File: src/fnv1_bucket_hash_top_assert.svh
// ----------------------------------------------------------------------------
// FNV-1 bucket hash: assertion macros
// Concurrent check wrappers used by the RTL; empty under synthesis.
// ----------------------------------------------------------------------------
`ifndef FNV1_BUCKET_HASH_TOP_ASSERT_SVH
`define FNV1_BUCKET_HASH_TOP_ASSERT_SVH

`ifndef SYNTHESIS

// Check a property at every clock edge outside reset
`define FBH_ASSERT(name, clk, rst, prop, msg) \
  name: assert property (@(posedge clk) disable iff (rst) (prop)) else $error(msg);

// Check a property at every clock edge, reset included
`define FBH_ASSERT_ALWAYS(name, clk, prop, msg) \
  name: assert property (@(posedge clk) (prop)) else $error(msg);

`else

`define FBH_ASSERT(name, clk, rst, prop, msg)
`define FBH_ASSERT_ALWAYS(name, clk, prop, msg)

`endif

`endif

File: src/fnv1bh_pkg.sv
// ----------------------------------------------------------------------------
// FNV-1 bucket hash package
// Shared widths, constants and types of the hash front, queue and divider.
// ----------------------------------------------------------------------------
package fnv1bh_pkg;

  localparam int HASH_W   = 64;
  localparam int BYTE_W   = 8;
  localparam int BUCKET_W = 32;

  localparam logic [HASH_W-1:0]   FNV_OFFSET_BASIS = 64'hcbf2_9ce4_8422_2325;
  localparam logic [BUCKET_W-1:0] BUCKET_RESET     = 32'd1024;

  // Hash queue between front and divider
  localparam int QDEPTH = 2;
  localparam int QPTR_W = (QDEPTH > 1) ? $clog2(QDEPTH) : 1;
  localparam int QCNT_W = $clog2(QDEPTH + 1);

  // Divider: one quotient bit per cycle
  localparam int DIV_STEPS = HASH_W;
  localparam int DCNT_W    = $clog2(DIV_STEPS);

  typedef struct packed {
    logic full;
    logic not_empty;
  } q_status_t;

  typedef enum logic [1:0] {
    BK_IDLE,
    BK_DIV,
    BK_OUT
  } back_state_t;

  // h * 0x100000001b3 mod 2^64 as shifts and adds: 2^40 + 0x1b3
  function automatic logic [HASH_W-1:0] fnv_mul(input logic [HASH_W-1:0] h);
    return (h << 40) + (h << 8) + (h << 7) + (h << 5) + (h << 4) + (h << 1) + h;
  endfunction

endpackage

File: src/fnv1_bucket_hash_top.sv
// ----------------------------------------------------------------------------
// FNV-1 bucket hash top level
// 64-bit FNV-1 key hash reduced modulo a configured bucket count.
//
//   channel   signals                                    dir   beat
//   in        in_valid/in_ready, data_byte, last_byte,   in    one key byte
//             key_is_empty
//   out       out_valid/out_ready, bucket_slot           out   one bucket index
//   cfg       cfg_we, cfg_wdata                          in    bucket count write
//
// Key bytes are taken one per cycle while the two-entry hash queue has room.
// Each finished key goes through the one-bit-per-cycle divider (load, 64
// steps, output); a zero bucket count skips the steps and gives 0.
// Reset restores the offset basis and a bucket count of 1024.
// A stalled output holds the divider; the front keeps taking bytes until
// the queue fills.
// ----------------------------------------------------------------------------
module fnv1_bucket_hash_top
  import fnv1bh_pkg::*;
(
  input  logic                clk,
  input  logic                rst,
  input  logic                cfg_we,
  input  logic [BUCKET_W-1:0] cfg_wdata,
  input  logic                in_valid,
  output logic                in_ready,
  input  logic [BYTE_W-1:0]   data_byte,
  input  logic                last_byte,
  input  logic                key_is_empty,
  output logic                out_valid,
  input  logic                out_ready,
  output logic [BUCKET_W-1:0] bucket_slot
);

  logic [BUCKET_W-1:0] bucket_count;
  q_status_t           q_stat;
  logic                q_push;
  logic                q_pop;
  logic [HASH_W-1:0]   q_wdata;
  logic [HASH_W-1:0]   q_rdata;

  always_ff @(posedge clk) begin
    if (rst) begin
      bucket_count <= BUCKET_RESET;
    end else if (cfg_we) begin
      bucket_count <= cfg_wdata;
    end
  end

  fnv1bh_front u_front (
    .clk          (clk),
    .rst          (rst),
    .in_valid     (in_valid),
    .in_ready     (in_ready),
    .data_byte    (data_byte),
    .last_byte    (last_byte),
    .key_is_empty (key_is_empty),
    .q_stat       (q_stat),
    .q_push       (q_push),
    .q_wdata      (q_wdata)
  );

  fnv1bh_queue u_queue (
    .clk   (clk),
    .rst   (rst),
    .push  (q_push),
    .wdata (q_wdata),
    .pop   (q_pop),
    .rdata (q_rdata),
    .stat  (q_stat)
  );

  fnv1bh_back u_back (
    .clk          (clk),
    .rst          (rst),
    .bucket_count (bucket_count),
    .q_stat       (q_stat),
    .q_rdata      (q_rdata),
    .q_pop        (q_pop),
    .out_valid    (out_valid),
    .out_ready    (out_ready),
    .bucket_slot  (bucket_slot)
  );

endmodule

File: src/fnv1bh_front.sv
// ----------------------------------------------------------------------------
// FNV-1 bucket hash front
// Takes key bytes, keeps the running hash and queues each finished key hash.
// ----------------------------------------------------------------------------
module fnv1bh_front
  import fnv1bh_pkg::*;
(
  input  logic              clk,
  input  logic              rst,
  input  logic              in_valid,
  output logic              in_ready,
  input  logic [BYTE_W-1:0] data_byte,
  input  logic              last_byte,
  input  logic              key_is_empty,
  input  q_status_t         q_stat,
  output logic              q_push,
  output logic [HASH_W-1:0] q_wdata
);

  logic [HASH_W-1:0] running_hash;
  logic [HASH_W-1:0] running_hash_next;
  logic [HASH_W-1:0] stepped;
  logic              accept;

  assign in_ready = !q_stat.full;
  assign accept   = in_valid && in_ready;
  assign stepped  = fnv_mul(running_hash) ^ {{(HASH_W-BYTE_W){1'b0}}, data_byte};

  always_comb begin
    running_hash_next = running_hash;
    q_push            = 1'b0;
    q_wdata           = stepped;
    if (accept) begin
      if (key_is_empty) begin
        // drop any partial key
        running_hash_next = FNV_OFFSET_BASIS;
        q_push            = 1'b1;
        q_wdata           = FNV_OFFSET_BASIS;
      end else if (last_byte) begin
        running_hash_next = FNV_OFFSET_BASIS;
        q_push            = 1'b1;
      end else begin
        running_hash_next = stepped;
      end
    end
  end

  always_ff @(posedge clk) begin
    if (rst) begin
      running_hash <= FNV_OFFSET_BASIS;
    end else begin
      running_hash <= running_hash_next;
    end
  end

endmodule

File: src/fnv1bh_queue.sv
// ----------------------------------------------------------------------------
// FNV-1 bucket hash queue
// Short FIFO of finished key hashes between the front and the divider.
// ----------------------------------------------------------------------------
module fnv1bh_queue
  import fnv1bh_pkg::*;
(
  input  logic              clk,
  input  logic              rst,
  input  logic              push,
  input  logic [HASH_W-1:0] wdata,
  input  logic              pop,
  output logic [HASH_W-1:0] rdata,
  output q_status_t         stat
);

  logic [HASH_W-1:0] mem [QDEPTH];
  logic [QPTR_W-1:0] wr_ptr;
  logic [QPTR_W-1:0] rd_ptr;
  logic [QCNT_W-1:0] count;
  logic              do_push;
  logic              do_pop;

  function automatic logic [QPTR_W-1:0] ptr_inc(input logic [QPTR_W-1:0] p);
    return (p == QPTR_W'(QDEPTH - 1)) ? '0 : p + 1'b1;
  endfunction

  assign stat.full      = (count == QCNT_W'(QDEPTH));
  assign stat.not_empty = (count != '0);
  assign do_push        = push && !stat.full;
  assign do_pop         = pop && stat.not_empty;
  assign rdata          = mem[rd_ptr];

  always_ff @(posedge clk) begin
    if (do_push) begin
      mem[wr_ptr] <= wdata;
    end
  end

  always_ff @(posedge clk) begin
    if (rst) begin
      wr_ptr <= '0;
      rd_ptr <= '0;
      count  <= '0;
    end else begin
      if (do_push) begin
        wr_ptr <= ptr_inc(wr_ptr);
      end
      if (do_pop) begin
        rd_ptr <= ptr_inc(rd_ptr);
      end
      case ({do_push, do_pop})
        2'b10:   count <= count + 1'b1;
        2'b01:   count <= count - 1'b1;
        default: count <= count;
      endcase
    end
  end

endmodule

File: src/fnv1bh_back.sv
// ----------------------------------------------------------------------------
// FNV-1 bucket hash back end
// Restoring divider reducing each queued hash modulo the bucket count (0 if zero).
// ----------------------------------------------------------------------------
`include "fnv1_bucket_hash_top_assert.svh"

module fnv1bh_back
  import fnv1bh_pkg::*;
(
  input  logic                clk,
  input  logic                rst,
  input  logic [BUCKET_W-1:0] bucket_count,
  input  q_status_t           q_stat,
  input  logic [HASH_W-1:0]   q_rdata,
  output logic                q_pop,
  output logic                out_valid,
  input  logic                out_ready,
  output logic [BUCKET_W-1:0] bucket_slot
);

  back_state_t         state;
  back_state_t         state_next;
  logic [DCNT_W-1:0]   cnt;
  logic [HASH_W-1:0]   dividend;
  logic [BUCKET_W-1:0] divisor;
  logic [BUCKET_W-1:0] rem;
  logic [BUCKET_W:0]   rem_sh;
  logic [BUCKET_W:0]   rem_diff;
  logic                rem_ge;
  logic                last_step;

  assign rem_sh    = {rem, dividend[HASH_W-1]};
  assign rem_ge    = (rem_sh >= {1'b0, divisor});
  assign rem_diff  = rem_sh - {1'b0, divisor};
  assign last_step = (cnt == DCNT_W'(DIV_STEPS - 1));

  always_comb begin
    state_next = state;
    case (state)
      BK_IDLE: begin
        if (q_stat.not_empty) begin
          // zero divisor skips the division and gives 0
          state_next = (bucket_count == '0) ? BK_OUT : BK_DIV;
        end
      end
      BK_DIV: begin
        if (last_step) begin
          state_next = BK_OUT;
        end
      end
      BK_OUT: begin
        if (out_ready) begin
          state_next = BK_IDLE;
        end
      end
      default: state_next = BK_IDLE;
    endcase
  end

  always_comb begin
    q_pop     = 1'b0;
    out_valid = 1'b0;
    case (state)
      BK_IDLE: q_pop     = q_stat.not_empty;
      BK_OUT:  out_valid = 1'b1;
      default: begin
        q_pop     = 1'b0;
        out_valid = 1'b0;
      end
    endcase
  end

  assign bucket_slot = rem;

  always_ff @(posedge clk) begin
    if (rst) begin
      state <= BK_IDLE;
      cnt   <= '0;
    end else begin
      state <= state_next;
      if (state == BK_DIV) begin
        cnt <= cnt + 1'b1;
      end else begin
        cnt <= '0;
      end
    end
  end

  always_ff @(posedge clk) begin
    if (q_pop) begin
      dividend <= q_rdata;
      divisor  <= bucket_count;
      rem      <= '0;
    end else if (state == BK_DIV) begin
      dividend <= {dividend[HASH_W-2:0], 1'b0};
      rem      <= rem_ge ? rem_diff[BUCKET_W-1:0] : rem_sh[BUCKET_W-1:0];
    end
  end

  `FBH_ASSERT(a_pop_has_data, clk, rst, q_pop |-> q_stat.not_empty, "pop from empty queue")
  `FBH_ASSERT(a_divisor_held, clk, rst, (state == BK_DIV && $past(state) == BK_DIV) |-> $stable(divisor), "divisor changed mid division")
  `FBH_ASSERT(a_rem_in_range, clk, rst, (state == BK_OUT && divisor != '0) |-> (rem < divisor), "remainder not below divisor")
  `FBH_ASSERT(a_div_ends, clk, rst, (state == BK_DIV && last_step) |=> (state == BK_OUT), "division did not finish")

endmodule

File: config.mk
export PLATFORM = sky130hd
export DESIGN_NAME = fnv1_bucket_hash_top
export DESIGN_NICKNAME = d
export VERILOG_FILES = /design/src/fnv1bh_pkg.sv /design/src/fnv1_bucket_hash_top.sv /design/src/fnv1bh_front.sv /design/src/fnv1bh_queue.sv /design/src/fnv1bh_back.sv
export VERILOG_INCLUDE_DIRS = /design/src /design/src/src
export SDC_FILE = /design/constraint.sdc
export NUM_CORES = 1
export LEC_CHECK = 0
export BUFFER_PORTS_ARGS = -buffer_cell sky130_fd_sc_hd__clkbuf_2
export CORE_MARGIN = 2
export CORE_UTILIZATION = 30
export DETAILED_ROUTE_END_ITERATION = 16
export GPL_TIMING_DRIVEN = 0
export HOLD_SLACK_MARGIN = 0.06
export SETUP_SLACK_MARGIN = 0.4
export SYNTH_ARGS = -nofsm -noshare
export SYNTH_HDL_FRONTEND = slang
export SYNTH_SLANG_ARGS = --single-unit
File: constraint.sdc
create_clock -name clk -period 7.3 [get_ports clk]
set_input_delay 0.365 -clock clk [delete_from_list [all_inputs] [get_ports clk]]
set_output_delay 0.365 -clock clk [all_outputs]
set_load 0.005 [all_outputs]
==> flow_summary.ini <==
[grt]
grt_pass1_wl_mm = 101
grt_start_max_net_pins = 39
antenna_found_initial = 1
overflow = 0
grt_pass1_vias = 18000
grtUsageTotal = 0.145

[detailed_routing]
viasPerCell = 4.61
drcViolationCount = 0
drt-total-wl_mm = 63.3
drt-wirelength-per-cell_um = 16.6
dr.pass1.iters = 5
num_vias = 17600
drt_iter0_markers = 1039
ant_nets = 0

[clocking]
cts_tree = yes
clkSlewWorstSetupHoldPaths_ps = 70
clock_path_buffers = 3
clock_latency_ps = 570
htreeDepth = 2
cts-root-buf = clkbuf_16
postCtsSetupRepairBufs = 0
numCtsBuffers = 40
clock_sink_count = 365

[logic_synthesis]
synth.net_count = 2939
syn-instance-count = 2500
synth_edf_count = 224
ys_async_sr_fraction = 0
synth_top_family_by_area = adder cells
synth_top_area_frac = 0.261
synth-compound-area-share = 0.116
synth_area_mm2 = 0.0258
synth_most_common_cell = inv_1
synth_seq_cells = 365
yosys.area.top_type = edfxtp_1
synth_xor_area_frac = 0.0374
ys_types = 70
yosysWarnings = 0
synth_adder_area_share = 0.264
synth_simple_gate_area_share = 0.0830
synth_commonest_cells = inv_1 (490), fa_1 (252), edfxtp_1 (224), nand2_1 (203), o21ai_0 (148)
avgSynthCellArea_um2 = 10.3
synthTopCellsByArea = edfxtp_1 (26%), fa_1 (20%), dfxtp_1 (11%)
synth_flop_cell = edfxtp_1
synth_mux_area_frac = 0.0451
ys_seq_area_frac = 0.371

[setup_path]
cp_top_family = adder cells
critPathLaunchType = flip-flop
slowest_stage = nor4_1
crit_required_ps = 7560
path_cells = inv_1, fa_1, inv_1, fa_1, inv_1, fa_1, inv_1, ha_1, ha_1, clkbuf_1, nand4_1, nor4_1, nand4_1, a211oi_1, o211ai_1, o21ai_0, xnor2_1, nor2_1
setup.worst_path.end_class = flip-flop
cp_num_buf_inv = 5
critPathMaxFanout = 8
path_common_cell = inv_1
critPathKind = flip-flop to flip-flop
crit_arrival_ps = 6750
slowest_delay_ps = 620

[timing]
fin_setup_tns_ps = 0
worst_pin_slew_ps = 1170
timing.final.max_slew_violations = 0
hold_viol_final = 0
rsz0062_at_grt = no
slew_headroom = 0.214
skew_ps = 28.6
fin_crit_sh = 0.889
finalCriticalPeriod_ps = 6490
setup_violations = 0
fmax_mhz = 154

[floorplanning]
row_count = 107
coreArea_mm2 = 0.0851
ios = 81
die_x_um = 297
die_y_um = 297
start_util = 0.303
die_area_mm2 = 0.0882

[worst_hold_path]
hold_path.class = input pin to flip-flop

[outcome]
status = completed

[place]
numPortBuffers = 79
gp_congestion = 0.905
dp_hpwl_mm = 50.6

[layout]
multi_input_area_mm2 = 0.0141
fillers = 8688
nNetsFinal = 3081
drive_gt1_frac = 0.0639
areaGrowthSynthToFinish_pct = 13.6
num_antenna_cells = 0
seqCellArea_mm2 = 0.00955

[job]
maxCapViolations = 0
layout by cell type (no fill, tap or decap), drive strengths merged, types with 17 or more instances in the layout:
master / count
nand2: 203
nand3: 20
a31oi: 18
mux2i: 116
a21oi: 94
a22oi: 28
buf: 20
o211ai: 29
nor2: 124
clkbuf: 199
nand4: 21
nor2b: 17
and2: 27
fa: 252
a21o: 44
inv: 498
ha: 140
xor2: 37
xnor2: 73
o21ai: 149
edfxtp: 224
dfxtp: 141
final timing paths:
check | from | end | slack, ps | cells past startpoint
max | u_front.running_hash[22] | u_queue.mem[1][58] | 810 | 18
min | cfg_wdata[13] | bucket_count[13] | 80 | 3
max reg2reg | u_front.running_hash[22] | u_queue.mem[1][58] | 810 | 18
min reg2reg | bucket_count[10] | u_back.divisor[10] | 450 | 0
registers in the layout, summed over array words and instances, names as in the netlist, named ones only:
signal and cells:
u_queue.mem 128, u_queue.count 2, u_back.cnt 6, u_back.state 2, bucket_count 32, u_back.dividend 64
u_back.bucket_slot 32, u_front.running_hash 64, u_back.divisor 32, u_queue.rd_ptr 1, u_queue.wr_ptr 1
layer usage:
layer	vias up	GRT usage	routed length [um]
met2	425	0.231	28500
met1	8513	0.201	29400
met5	-	0	0
met4	0	0.0493	1980
met3	95	0.0204	3400
li1	8586	-	-
worst register-to-register path, cell delays in order (launching register included):
cell      delay (ps)
dfxtp_1          560
inv_1            320
fa_1             560
inv_1             50
fa_1             530
inv_1             60
fa_1             540
inv_1             40
ha_1             280
ha_1             270
clkbuf_1         350
nand4_1          240
nor4_1           620
nand4_1          380
a211oi_1         490
o211ai_1         290
o21ai_0          270
xnor2_1          220
nor2_1           120
layout make-up:
cell class              instances  share of cell area
flip-flops and latches        365               0.326
clock buffers                  49              0.0375
well taps                    1144              0.0489
multi-input cells            1559               0.481
repair buffers                100              0.0229
plain buffers                  86              0.0116
clock inverters                25             0.00928
inverters                     490              0.0628
metrics by stage:
stage	instance area [um2]	worst slack [ps]	cells	hold slack (ps)	utilization
floorplan	25800	2060	2500	423	-
global placement	27600	435	3723	439	0.324
detailed placement	27700	539	3728	442	0.326
CTS	29300	514	3818	60.6	0.344
global route	29300	455	3818	87.5	0.344
finish	29300	807	3818	83.7	0.344
what timing repair did:
item	CTS	global route
setup endpoints to repair	0	6
hold buffers	16	0
endpoints found under the hold margin	16	0
resized for setup	0	2
kinds of logic after synthesis:
kind of cell,Yosys count
fa+ha+maj,392
xor+xnor,110
flops,365
compound gates,463
simple gates,478
buf+inv,576
mux,116
Power is not shown: default switching activity piles up to over one toggle a cycle in this logic, so the estimate is an artifact.
